`config.mk`:
```
export PLATFORM = sky130hd
export DESIGN_NAME = heating_relay_controller
export DESIGN_NICKNAME = d
export VERILOG_FILES = /design/src/rtl/hrc_pkg.sv /design/src/rtl/hrc_cfg.sv /design/src/rtl/hrc_core.sv /design/src/rtl/heating_relay_controller.sv
export SDC_FILE = /design/constraint.sdc
export NUM_CORES = 1
export LEC_CHECK = 0
export ABC_CLOCK_PERIOD_IN_PS = 6400
export BUFFER_PORTS_ARGS = -buffer_cell sky130_fd_sc_hd__buf_2
export CAP_MARGIN = 20
export CORE_ASPECT_RATIO = 0.9
export CORE_MARGIN = 5
export CORE_UTILIZATION = 60
export CTS_BUF_LIST = sky130_fd_sc_hd__clkbuf_8
export DETAILED_ROUTE_END_ITERATION = 16
export MAX_ROUTING_LAYER = met4
export PLACE_DENSITY = 0.9
export SYNTH_ARGS = -nofsm -noshare
export SYNTH_HDL_FRONTEND = slang
export SYNTH_SLANG_ARGS = --single-unit
```
`constraint.sdc`:
```
create_clock -name clk -period 6.4 [get_ports clk]
set_input_delay 0.96 -clock clk [delete_from_list [all_inputs] [get_ports clk]]
set_output_delay 0.96 -clock clk [all_outputs]
set_load 0.05 [all_outputs]
```
`src/rtl/hrc_pkg.sv`:
```
`timescale 1ns / 1ps
// ----------------------------------------------------------------------------
// hrc_pkg
// Shared types and constants for the heating relay controller.
// ----------------------------------------------------------------------------
package hrc_pkg;

    localparam int TIMER_BITS = 22;
    localparam int SP_W       = 10;
    localparam int BAND_W     = 8;
    localparam int TICK_W     = 22;
    localparam int TEMP_W     = 12;
    localparam int CMP_W      = (TIMER_BITS > TICK_W) ? TIMER_BITS : TICK_W;
    localparam int ERR_W      = TEMP_W + 2;
    localparam int APB_AW     = 4;
    localparam int APB_DW     = 32;

    localparam logic [SP_W-1:0]   SETPOINT_MAX   = SP_W'(512);
    localparam logic [SP_W-1:0]   SETPOINT_RESET = SP_W'(336);
    localparam logic [BAND_W-1:0] BAND_RESET     = BAND_W'(16);
    localparam logic [TICK_W-1:0] MAX_ON_RESET   = TICK_W'(1800000);
    localparam logic [TICK_W-1:0] MIN_OFF_RESET  = TICK_W'(300000);

    typedef enum logic [1:0] {
        EV_NONE     = 2'd0,
        EV_ON       = 2'd1,
        EV_OFF_TIME = 2'd2,
        EV_OFF_TEMP = 2'd3
    } event_t;

    typedef enum logic {
        OP_TICK   = 1'b0,
        OP_SAMPLE = 1'b1
    } op_t;

    typedef enum logic [1:0] {
        REG_SETPOINT = 2'd0,
        REG_BAND     = 2'd1,
        REG_MAX_ON   = 2'd2,
        REG_MIN_OFF  = 2'd3
    } reg_idx_t;

    typedef struct packed {
        logic [SP_W-1:0]   setpoint;
        logic [BAND_W-1:0] hysteresis_band;
        logic [TICK_W-1:0] max_on_ticks;
        logic [TICK_W-1:0] min_off_ticks;
    } cfg_t;

endpackage

```
`src/rtl/hrc_cfg.sv`:
```
`timescale 1ns / 1ps
// ----------------------------------------------------------------------------
// hrc_cfg
// APB register file: setpoint, hysteresis band, max on time, min off time.
// ----------------------------------------------------------------------------
module hrc_cfg
    import hrc_pkg::*;
(
    input  logic              clk,
    input  logic              rst_n,
    input  logic              psel,
    input  logic              penable,
    input  logic              pwrite,
    input  logic [APB_AW-1:0] paddr,
    input  logic [APB_DW-1:0] pwdata,
    output logic [APB_DW-1:0] prdata,
    output logic              pready,
    output cfg_t              cfg
);

    cfg_t     cfg_reg;
    reg_idx_t idx;
    logic     wr_en;

    assign pready = 1'b1;
    assign idx    = reg_idx_t'(paddr[3:2]);
    assign wr_en  = psel && penable && pwrite && pready;
    assign cfg    = cfg_reg;

    always_ff @(posedge clk or negedge rst_n)
    begin
        if (!rst_n)
        begin
            cfg_reg.setpoint        <= SETPOINT_RESET;
            cfg_reg.hysteresis_band <= BAND_RESET;
            cfg_reg.max_on_ticks    <= MAX_ON_RESET;
            cfg_reg.min_off_ticks   <= MIN_OFF_RESET;
        end
        else if (wr_en)
        begin
            case (idx)
                REG_SETPOINT:
                begin
                    // out-of-range setpoint is dropped
                    if (pwdata[SP_W-1:0] <= SETPOINT_MAX)
                        cfg_reg.setpoint <= pwdata[SP_W-1:0];
                end
                REG_BAND:    cfg_reg.hysteresis_band <= pwdata[BAND_W-1:0];
                REG_MAX_ON:  cfg_reg.max_on_ticks    <= pwdata[TICK_W-1:0];
                REG_MIN_OFF: cfg_reg.min_off_ticks   <= pwdata[TICK_W-1:0];
                default:     ;
            endcase
        end
    end

    always_comb
    begin
        case (idx)
            REG_SETPOINT: prdata = APB_DW'(cfg_reg.setpoint);
            REG_BAND:     prdata = APB_DW'(cfg_reg.hysteresis_band);
            REG_MAX_ON:   prdata = APB_DW'(cfg_reg.max_on_ticks);
            REG_MIN_OFF:  prdata = APB_DW'(cfg_reg.min_off_ticks);
            default:      prdata = '0;
        endcase
    end

endmodule

```
`src/rtl/hrc_core.sv`:
```
`timescale 1ns / 1ps
// ----------------------------------------------------------------------------
// hrc_core
// Relay state, first-run flag, saturating timers and the turn on/off decision.
// ----------------------------------------------------------------------------
module hrc_core
    import hrc_pkg::*;
(
    input  logic              clk,
    input  logic              rst_n,
    input  cfg_t              cfg,
    input  logic              fire,
    input  op_t               op,
    input  logic [TEMP_W-1:0] temperature,
    output logic              heater_on,
    output event_t            event_res
);

    logic                  relay_reg, relay_next;
    logic                  first_run_reg, first_run_next;
    logic [TIMER_BITS-1:0] on_elapsed_reg, on_elapsed_next;
    logic [TIMER_BITS-1:0] off_elapsed_reg, off_elapsed_next;

    logic signed [ERR_W-1:0] temp_s;
    logic signed [ERR_W-1:0] sp_s;
    logic signed [ERR_W-1:0] diff;
    logic signed [ERR_W-1:0] err2;
    logic signed [ERR_W-1:0] band_s;
    logic                    max_hit;
    logic                    waited;
    logic                    temp_below;
    event_t                  ev;

    assign temp_s     = ERR_W'($signed(temperature));
    assign sp_s       = $signed(ERR_W'(cfg.setpoint));
    assign band_s     = $signed(ERR_W'(cfg.hysteresis_band));
    assign diff       = sp_s - temp_s;
    assign err2       = diff <<< 1;
    assign temp_below = (temp_s < sp_s);
    assign max_hit    = (CMP_W'(on_elapsed_reg) >= CMP_W'(cfg.max_on_ticks));
    assign waited     = (CMP_W'(off_elapsed_reg) >= CMP_W'(cfg.min_off_ticks))
                        || first_run_reg;

    always_comb
    begin
        relay_next       = relay_reg;
        first_run_next   = first_run_reg;
        on_elapsed_next  = on_elapsed_reg;
        off_elapsed_next = off_elapsed_reg;
        ev               = EV_NONE;
        case (op)
            OP_TICK:
            begin
                if (on_elapsed_reg != '1)
                    on_elapsed_next = on_elapsed_reg + 1'b1;
                if (off_elapsed_reg != '1)
                    off_elapsed_next = off_elapsed_reg + 1'b1;
            end
            OP_SAMPLE:
            begin
                if (relay_reg)
                begin
                    if (max_hit)
                    begin
                        relay_next       = 1'b0;
                        off_elapsed_next = '0;
                        ev               = EV_OFF_TIME;
                    end
                    else if (!temp_below)
                    begin
                        relay_next       = 1'b0;
                        off_elapsed_next = '0;
                        ev               = EV_OFF_TEMP;
                    end
                end
                else if (temp_below && (err2 > band_s) && waited)
                begin
                    relay_next      = 1'b1;
                    first_run_next  = 1'b0;
                    on_elapsed_next = '0;
                    ev              = EV_ON;
                end
            end
            default: ;
        endcase
    end

    assign heater_on = relay_next;
    assign event_res = ev;

    always_ff @(posedge clk or negedge rst_n)
    begin
        if (!rst_n)
        begin
            relay_reg       <= 1'b0;
            first_run_reg   <= 1'b1;
            on_elapsed_reg  <= '0;
            off_elapsed_reg <= '0;
        end
        else if (fire)
        begin
            relay_reg       <= relay_next;
            first_run_reg   <= first_run_next;
            on_elapsed_reg  <= on_elapsed_next;
            off_elapsed_reg <= off_elapsed_next;
        end
    end

endmodule

```
`src/rtl/heating_relay_controller.sv`:
```
`timescale 1ns / 1ps
// ----------------------------------------------------------------------------
// heating_relay_controller
// Bang-bang furnace relay with hysteresis, max on time and min off time.
//
//   channel   dir  transfer when          payload
//   s_axis    in   tvalid & tready        tuser: op, tdata: temperature
//   m_axis    out  tvalid & tready        tdata: heater_on, event_res
//   apb       in   psel&penable&pwrite    four registers at 0x0..0xC
//
// One item per cycle unless the output stalls; each item passes the input
// register, then the result register; state updates as it moves between them.
// Reset clears the relay, timers and sets the first-run flag; no clearing pass.
// A stalled output holds its result while the input register takes one more
// item; the input stalls only when both are full.
// ----------------------------------------------------------------------------
module heating_relay_controller
    import hrc_pkg::*;
(
    input  logic              clk,
    input  logic              rst_n,
    input  logic              s_axis_tvalid,
    output logic              s_axis_tready,
    input  logic [15:0]       s_axis_tdata,   // [11:0] temperature
    input  logic              s_axis_tuser,   // [0] op
    output logic              m_axis_tvalid,
    input  logic              m_axis_tready,
    output logic [7:0]        m_axis_tdata,   // [0] heater_on, [2:1] event_res
    input  logic              psel,
    input  logic              penable,
    input  logic              pwrite,
    input  logic [APB_AW-1:0] paddr,
    input  logic [APB_DW-1:0] pwdata,
    output logic [APB_DW-1:0] prdata,
    output logic              pready
);

    cfg_t              cfg;
    logic              in_valid_reg;
    op_t               in_op_reg;
    logic [TEMP_W-1:0] in_temp_reg;
    logic              out_valid_reg;
    logic              out_heater_reg;
    event_t            out_event_reg;
    logic              advance;
    logic              fire;
    logic              heater_on;
    event_t            event_res;

    hrc_cfg u_cfg (
        .clk     (clk),
        .rst_n   (rst_n),
        .psel    (psel),
        .penable (penable),
        .pwrite  (pwrite),
        .paddr   (paddr),
        .pwdata  (pwdata),
        .prdata  (prdata),
        .pready  (pready),
        .cfg     (cfg)
    );

    hrc_core u_core (
        .clk         (clk),
        .rst_n       (rst_n),
        .cfg         (cfg),
        .fire        (fire),
        .op          (in_op_reg),
        .temperature (in_temp_reg),
        .heater_on   (heater_on),
        .event_res   (event_res)
    );

    assign advance       = !out_valid_reg || m_axis_tready;
    assign fire          = in_valid_reg && advance;
    assign s_axis_tready = !in_valid_reg || advance;

    always_ff @(posedge clk or negedge rst_n)
    begin
        if (!rst_n)
        begin
            in_valid_reg  <= 1'b0;
            out_valid_reg <= 1'b0;
        end
        else
        begin
            if (s_axis_tready)
                in_valid_reg <= s_axis_tvalid;
            if (advance)
                out_valid_reg <= in_valid_reg;
        end
    end

    always_ff @(posedge clk)
    begin
        if (s_axis_tvalid && s_axis_tready)
        begin
            in_op_reg   <= op_t'(s_axis_tuser);
            in_temp_reg <= s_axis_tdata[TEMP_W-1:0];
        end
        if (fire)
        begin
            out_heater_reg <= heater_on;
            out_event_reg  <= event_res;
        end
    end

    assign m_axis_tvalid = out_valid_reg;
    assign m_axis_tdata  = {5'b0, out_event_reg, out_heater_reg};

endmodule
```
==> results of run 1 <==
## worst reg2reg max path, delay by kind of cell, from the launching register on
family | cells | cell delay (ns)
fa+ha+maj | 3 | 0.94
buf+inv | 1 | 0.06
flops | 1 | 0.38
simple gates | 5 | 1.40
compound gates | 7 | 1.01
xor+xnor | 1 | 0.14
## layout by cell type (no fill, tap or decap), types with 20 or more instances in the layout
cell and n:
xor2_1 21, mux2_2 58, o21ai_0 29, inv_1 81, ha_1 63, dfrtp_1 86
buf_2 69, dfstp_2 24, nand2_1 59, nand3_1 20, a21oi_1 38, clkbuf_8 20
nor2_1 40
## kinds of logic after synthesis
logic type	Yosys count	share of synthesized area
xor gates and xnor gates	27	0.0300
and+or+nand+nor	216	0.145
muxes	79	0.122
AOI/OAI and AO/OA	142	0.119
adders and majority gates	64	0.103
DFF	126	0.414
other	2	0.000953
buffers and inverters	114	0.0657
## power by group through the flow
stage          sequential (mW)  combinational, mW  clock [mW]
2_1_floorplan             1.06              0.639           0
3_3_place_gp              1.09              0.780           0
3_5_place_dp              1.10              0.811           0
4_1_cts                   1.08              0.821       0.643
5_1_grt                   1.10              0.909       0.678
6_report                  1.09              0.825       0.641
## per-stage QoR
| stage | area, µm² | instances | utilization |
|---|---|---|---|
| final | 8660 | 1016 | 0.677 |
| after global routing | 8660 | 1016 | 0.677 |
| after CTS | 8650 | 1015 | 0.676 |
| after detailed placement | 8290 | 983 | 0.648 |
| after global placement | 8290 | 983 | 0.648 |
| after floorplan | 7930 | 784 | - |
## metal layers
layer,up-vias,track usage,wire (µm)
met1,3001,0.347,7960
met5,-,-,0
met3,39,0.0568,1190
li1,2848,-,-
met2,250,0.384,8690
met4,0,0.0887,415
## how the worst min path moves through the flow
stage / end / cells past startpoint
after global routing: u_core.first_run_reg / 1
after floorplan: m_axis_tvalid / 1
after CTS: m_axis_tvalid / 1
final: m_axis_tvalid / 1
after global placement: m_axis_tvalid / 1
after detailed placement: m_axis_tvalid / 1
## cell type report
class                      instances  area [µm²]
clock buffer                      20         275
clock inverter                    12        82.6
fill                             923        4120
inverter                          75         282
multi-input combinational        544        4160
sequential                       126        3260
tap                              164         205
timing repair buffer              75         398
==> reports/qor.txt, run 1 <==
CORE AREA: 12800 µm²
Clk_lat worst skew: 0.45 ns
Worst Slack Setup Final: 2.30 ns
WP data arrival: 4.38 ns
Post-CTS sizing: 0
Netlist cell types: 70
Setup crit start: u_cfg.cfg[52]
Setup crit end: u_core.on_elapsed_reg[20]
P_sw: 0.933 mW
Avg Inst Size Synth: 10.2 µm²
Number of synthesized register bits: 126
Cell count of the worst reg-to-reg path: 17
H-tree depth: 4
Synth warn: 0
Post-place setup slack: 2.32 ns
Hold slack: 0.498 ns
Area delta synth->final: 9.93%
Max Cap Viol: 0
Setup CP Type: flop to flop
Worst r2r dst: u_core.on_elapsed_reg[20]
VDD IR max: 0.212 mV
Largest net degree at the start of global routing: 68
Ports: 103
Area contributors post-synth: dfrtp_1, ha_1, mux2_2, dfstp_2, edfxtp_1
Worst endpoint required time: 6.68 ns
Overall power: 2.55 mW
Via density per instance: 6.04
DPL Wire Length: 13400 µm
Commonest cells in the synthesized netlist: dfrtp_1, inv_1, ha_1, nand2_1, mux2_2
Power Dens Cells: 295 nW/µm²
Initial DRC Count: 525
Critical Path Start Type: flop
Crit end category: flop
Logic gate share of total power: 0.323
Initial antenna violation count: 0
Final Net Count: 963
Routed vias: 6138
Flop pwr share: 0.426
Syn Std Cell Area: 7880 µm²
Share of flip-flops with an asynchronous set or reset: 0.873
Largest register FFs: 62
Worst path top cell family by delay: simple AND/OR/NAND/NOR gates
Initial Utilization: 0.616
CP max stage delay: 0.81 ns
Root buffer cell: clkbuf_8
N_diodes: 0
Post-Route WL: 18300 µm
Leakage: 4.15 nW
Reg2reg setup slack: 2.30 ns
Clock-pin slew on the worst setup and hold paths: 0.08 ns
RePlAce Congestion: 0.917
Number of synthesized flops with an enable pin: 16
Synth area leader: dfrtp_1
Final Cycle Share: 0.640
Slew HR: 0.309
Ys flop type: dfrtp_1
Port Buffers: 70
Die area: 15500 µm²
Remaining global-route overflow: 0
RR Startpoint: u_cfg.cfg[52]
DR WL/cell: 18.0 µm
Num rows: 39
Post-route minimum period: 4.10 ns
Pint: 1.62 mW
Global-route usage over all layers: 0.257
Synth top area share: 0.273
Layout Skew: 0.0124 ns
TritonCTS Buffers: 17
Max Root-Sink Buffers: 2
Drt pass-1 iters: 5
Cts hold-fix bufs: 0
Worst-Margin Slew: 1.03 ns
Post-route DRC: 0
Antenna viol nets, final: 0
Slowest library cell on the worst path: nor3_2
Final Hold Vio Count: 0
Setup violators final: 0
Post-synthesis sequential area ratio: 0.414
Net Sw Frac: 0.366
Gate Count Post-Synth: 770
Clock Power Share: 0.251
Slew Limit Fails: 0
CTS tree: yes
First-pass GRT wire length: 30800 µm
Chip width: 131 µm
Outcome: finished clean
Crit path depth: 17
Most common cell in the netlist: dfrtp_1
Hold path start: in_valid_reg
Die height: 119 µm
Vias in the first global route: 6129
Share of layout cells above drive strength 1: 0.248
Fmax: 244 MHz
RSZ-0062 raised after global routing: no
Clk sinks: 126
Setup TNS: 0 ns
CP max FO: 13
CP Cell Sequence: inv_1 > ha_1 > fa_1 > nor2b_4 > o31a_4 > or2_0 > a21oi_1 > xnor2_1 > ha_1 > nand4_1 > o22ai_1 > o22ai_1 > o211ai_1 > a211o_1 > nand3_1 > nor3_2 > a21oi_1
WP buf/inv: 1
Setup Fix Bufs, Post-CTS: 0
Worst Hold Class: flop to flop
Note: power is estimated with default switching activity, not from simulation.
==> run 2: changes to the inputs <==
--- a/config.mk
+++ b/config.mk
@@ -5,7 +5,7 @@
 export SDC_FILE = /design/constraint.sdc
 export NUM_CORES = 1
 export LEC_CHECK = 0
-export ABC_CLOCK_PERIOD_IN_PS = 6400
+export ABC_CLOCK_PERIOD_IN_PS = 4200
 export BUFFER_PORTS_ARGS = -buffer_cell sky130_fd_sc_hd__buf_2
 export CAP_MARGIN = 20
 export CORE_ASPECT_RATIO = 0.9
==> constraint.sdc (replaced) <==
create_clock -name clk -period 4.2 [get_ports clk]
set_input_delay 0.63 -clock clk [delete_from_list [all_inputs] [get_ports clk]]
set_output_delay 0.63 -clock clk [all_outputs]
set_load 0.05 [all_outputs]
==> run 2 against run 1 <==
Compared with the run above: total power increased by 67%; utilization increased by 1.3 points; largest power group unchanged; final cell count increased by 0.49%; sequential power rose by 52%; worst setup slack worse by 2.1 ns; final area grew 1.9%.
==> reports/qor.txt, run 2 (synthesis results as in run 1) <==
Outcome: finished clean
Vias in the first global route: 6371
Overall power: 4.27 mW
CORE AREA: 12800 µm²
Setup Fix Bufs, Post-CTS: 0
Post-CTS sizing: 0
Share of layout cells above drive strength 1: 0.256
Remaining global-route overflow: 0
Antenna viol nets, final: 0
H-tree depth: 4
Largest net degree at the start of global routing: 42
TritonCTS Buffers: 17
N_diodes: 0
Port Buffers: 70
VDD IR max: 0.298 mV
Initial antenna violation count: 0
Global-route usage over all layers: 0.275
Power Dens Cells: 484 nW/µm²
Final Net Count: 968
First-pass GRT wire length: 32500 µm
Register Area: 3260 µm²
Routed vias: 6314
Fmax: 250 MHz
Initial Utilization: 0.616
Largest register FFs: 62
Crit end category: flop
Max Cap Viol: 0
Setup TNS: 0 ns
Met2 Routed Length: 9340 µm
CTS tree: yes
Final Cycle Share: 0.953
Die area: 15500 µm²
Worst Slack Setup Final: 0.198 ns
Most common cell after layout, fill and taps aside: dfrtp_1
Setup CP Type: flop to flop
Area delta synth->final: 12.0%
Worst-Margin Slew: 0.845 ns
CP max FO: 32
Clk sinks: 126
RePlAce Congestion: 0.914
Chip width: 131 µm
Drt pass-1 iters: 5
Cts hold-fix bufs: 0
Post-route minimum period: 4.00 ns
DPL Wire Length: 13400 µm
Critical Path Start Type: flop
Worst endpoint required time: 4.58 ns
Final Hold Vio Count: 0
Multi-input logic area: 4150 µm²
Ports: 103
Top Metal Used: met4
Root buffer cell: clkbuf_8
M1 WL: 8020 µm
Leakage: 4.20 nW
Initial DRC Count: 505
Clock-pin slew on the worst setup and hold paths: 0.08 ns
Fill cells: 858
Layout Skew: 0.0152 ns
Worst Hold Class: primary input to async pin
Most frequent cells in the layout: dfrtp_1, inv_1, buf_2, ha_1, nand2_1
Slew HR: 0.437
DR WL/cell: 19.4 µm
Via density per instance: 6.18
Num rows: 39
Met3 wire len: 1680 µm
Post-route DRC: 0
Max Root-Sink Buffers: 2
RSZ-0062 raised after global routing: no
Slew Limit Fails: 0
Clk_lat worst skew: 0.46 ns
Setup violators final: 0
Post-place setup slack: 0.338 ns
Die height: 119 µm
Post-Route WL: 19800 µm
WP data arrival: 4.38 ns
==> run 2: worst max-delay path, stage by stage (launching register included) <==
cell	delay, ns
dfrtp_1	0.38
inv_1	0.06
ha_1	0.21
fa_1	0.45
nor2b_4	0.15
o31a_4	0.17
or2_0	0.16
a21oi_1	0.10
xnor2_1	0.14
ha_1	0.31
nand4_1	0.13
o22ai_1	0.23
o22ai_1	0.11
o211ai_1	0.10
a211o_1	0.27
a21oi_4	0.08
buf_4	0.23
or4_1	0.52
a21oi_1	0.14
==> run 2: worst paths after layout <==
check                                      from                          to  slack (ns)  depth (start not counted)
max                               u_cfg.cfg[52]   u_core.on_elapsed_reg[17]        0.20                         18
min                                       rst_n               u_cfg.cfg[27]        0.16                          1
max reg2reg                       u_cfg.cfg[52]   u_core.on_elapsed_reg[17]        0.20                         18
min reg2reg                u_core.first_run_reg        u_core.first_run_reg        0.51                          1
max in group asynchronous                 rst_n  u_core.off_elapsed_reg[12]        3.11                          2
min in group clk                s_axis_tdata[5]              in_temp_reg[5]        0.34                          1
==> run 2: metal layers <==
metal / vias to the layer above / global-route usage
met4: 0 / 0.126
met5: - / -
met3: 78 / 0.0699
li1: 2856 / -
met2: 337 / 0.410
met1: 3043 / 0.353
==> run 2: area by class of cell <==
cell class	count	share of cell area
clock buffers	17	0.0265
clock inverters	15	0.0272
inverters	75	0.0319
multi-input cells	544	0.470
flip-flops and latches	126	0.370
well taps	164	0.0233
repair buffers	80	0.0508
==> run 2: where the power goes <==
group          leakage (nW)  internal (mW)  switching [mW]
clock                 0.240          0.766           0.523
combinational          2.45          0.516           0.798
sequential             1.51           1.47           0.197
==> run 2: stage by stage <==
| stage | cells | util | hold WS (ns) | instance area, µm² |
|---|---|---|---|---|
| after detailed placement | 988 | 0.651 | 0.494 | 8320 |
| final | 1021 | 0.690 | 0.156 | 8820 |
| after global placement | 988 | 0.651 | 0.488 | 8320 |
| after CTS | 1020 | 0.688 | 0.163 | 8790 |
| after global routing | 1021 | 0.690 | 0.186 | 8820 |
| after floorplan | 784 | - | 0.334 | 7930 |
==> run 3: changes to the inputs <==
--- a/config.mk
+++ b/config.mk
@@ -5,7 +5,7 @@
 export SDC_FILE = /design/constraint.sdc
 export NUM_CORES = 1
 export LEC_CHECK = 0
-export ABC_CLOCK_PERIOD_IN_PS = 4200
+export ABC_CLOCK_PERIOD_IN_PS = 4700
 export BUFFER_PORTS_ARGS = -buffer_cell sky130_fd_sc_hd__buf_2
 export CAP_MARGIN = 20
 export CORE_ASPECT_RATIO = 0.9
==> constraint.sdc (replaced) <==
create_clock -name clk -period 4.7 [get_ports clk]
set_input_delay 0.705 -clock clk [delete_from_list [all_inputs] [get_ports clk]]
set_output_delay 0.705 -clock clk [all_outputs]
set_load 0.05 [all_outputs]
==> run 3 against run 2 <==
Compared with the run above: register-to-register slack improved by 0.31 ns; non-clock buffer count down 3; first-iteration DRC count grew 18%; critical path type unchanged; sequential power fell by 11%; die area is the same; critical endpoint is now u_core.on_elapsed_reg[7]; largest power group unchanged; clock skew decreased by 0.0035 ns.
==> reports/qor.txt, run 3 (synthesis results as in run 1) <==
Outcome: finished clean
Die height: 119 µm
Root buffer cell: clkbuf_8
Worst-Margin Slew: 1.08 ns
Remaining global-route overflow: 0
Leakage: 4.18 nW
Max Cap Viol: 0
Slowest library cell on the worst path: a21oi_4
H-tree depth: 4
TritonCTS Buffers: 17
Worst path top cell family by delay: compound AO/OA/AOI/OAI gates
Die area: 15500 µm²
Power Dens Cells: 414 nW/µm²
Most frequent cells in the layout: dfrtp_1, inv_1, buf_2, ha_1, nand2_1
CP max FO: 32
Cts hold-fix bufs: 0
Area delta synth->final: 10.6%
Worst r2r dst: u_core.on_elapsed_reg[7]
Setup violators final: 0
WP data arrival: 4.56 ns
Post-Route WL: 18400 µm
Critical Path Start Type: flop
Worst Slack Setup Final: 0.505 ns
CORE AREA: 12800 µm²
Most common cell after layout, fill and taps aside: dfrtp_1
RSZ-0062 raised after global routing: no
Drt pass-1 iters: 7
Reg2reg setup slack: 0.50 ns
Final Cycle Share: 0.893
Clock-pin slew on the worst setup and hold paths: 0.08 ns
Placed Cells: 985
VDD IR max: 0.257 mV
Non-filler cells, final: 1018
Setup CP Type: flop to flop
Initial DRC Count: 598
Initial Utilization: 0.616
Share of layout cells above drive strength 1: 0.246
Ports: 103
Cell Area, Placed: 8300 µm²
Routed vias: 6188
Worst endpoint required time: 5.07 ns
Final Hold Vio Count: 0
Largest register FFs: 62
CP Cell Sequence: inv_1 > ha_1 > fa_1 > nor2b_4 > o31a_4 > or2_0 > a21oi_1 > xnor2_1 > ha_1 > nand4_1 > o22ai_1 > o22ai_1 > o211ai_1 > a211o_1 > a21oi_4 > o21ai_0 > a21oi_1
Cell count of the worst reg-to-reg path: 17
Vias in the first global route: 6192
CTS tree: yes
Slew HR: 0.277
Final Net Count: 965
Via density per instance: 6.08
Clk_lat worst skew: 0.45 ns
Chip width: 131 µm
Post-place setup slack: 0.619 ns
Num rows: 39
Post-CTS sizing: 0
DPL Wire Length: 13600 µm
Clk sinks: 126
N_diodes: 0
Layout Skew: 0.0117 ns
Antenna viol nets, final: 0
First-pass GRT wire length: 30500 µm
WP buf/inv: 1
Crit end category: flop
DR WL/cell: 18.1 µm
Largest net degree at the start of global routing: 81
Fill cells: 950
Global-route usage over all layers: 0.256
Fmax: 238 MHz
Post-route minimum period: 4.20 ns
Post-route DRC: 0
Slew Limit Fails: 0
Setup Fix Bufs, Post-CTS: 0
RePlAce Congestion: 0.935
Initial antenna violation count: 0
Port Buffers: 70
Setup TNS: 0 ns
RR Startpoint: u_cfg.cfg[52]
CP max stage delay: 0.61 ns
Max Root-Sink Buffers: 2
Final instance area: 8720 µm²
Worst Hold Class: primary input to async pin
## run 3: cell count changes in the layout (fill, tap and decap cells not counted), sizes merged
cell	before	now
buf	80	77
inv	79	82
bufinv	6	4
clkinvlp	1	0
## run 3: layout make-up
type / count / area, µm² / share of cell area
sequential: 126 / 3260 / 0.374
clock inverter: 15 / 165 / 0.0189
timing repair buffer: 77 / 418 / 0.0479
clock buffer: 17 / 234 / 0.0268
multi-input combinational: 544 / 4150 / 0.476
inverter: 75 / 282 / 0.0323
tap: 164 / 205 / 0.0235
## run 3: where the power goes
| group | switching, mW | internal (mW) |
|---|---|---|
| clock | 0.420 | 0.559 |
| sequential | 0.171 | 1.31 |
| combinational | 0.693 | 0.456 |
| total | 1.28 | 2.32 |
## run 3: per-stage QoR
stage               hold slack [ns]  power [mW]  utilization
floorplan                     0.409        2.31            -
global placement              0.482        2.54        0.649
detailed placement            0.498        2.61        0.649
CTS                           0.404        3.60        0.680
global route                  0.217        3.81        0.682
finish                        0.199        3.61        0.682
## run 3: layer usage
layer	vias up	wire, µm	global-route usage
met5	-	0	-
met1	2997	7760	0.339
met4	0	556	0.0983
li1	2856	-	-
met2	278	8720	0.381
met3	57	1370	0.0641
## run 3: how the worst max path moves through the flow
stage	startpoint	slack, ns	cells past startpoint	end
floorplan	u_cfg.cfg[52]	1.30	18	u_core.on_elapsed_reg[11]
global placement	u_cfg.cfg[52]	0.80	17	u_core.on_elapsed_reg[11]
detailed placement	u_cfg.cfg[52]	0.62	17	u_core.on_elapsed_reg[7]
CTS	u_cfg.cfg[52]	0.60	17	u_core.on_elapsed_reg[7]
global route	u_cfg.cfg[52]	0.31	17	u_core.on_elapsed_reg[7]
finish	u_cfg.cfg[52]	0.50	17	u_core.on_elapsed_reg[7]
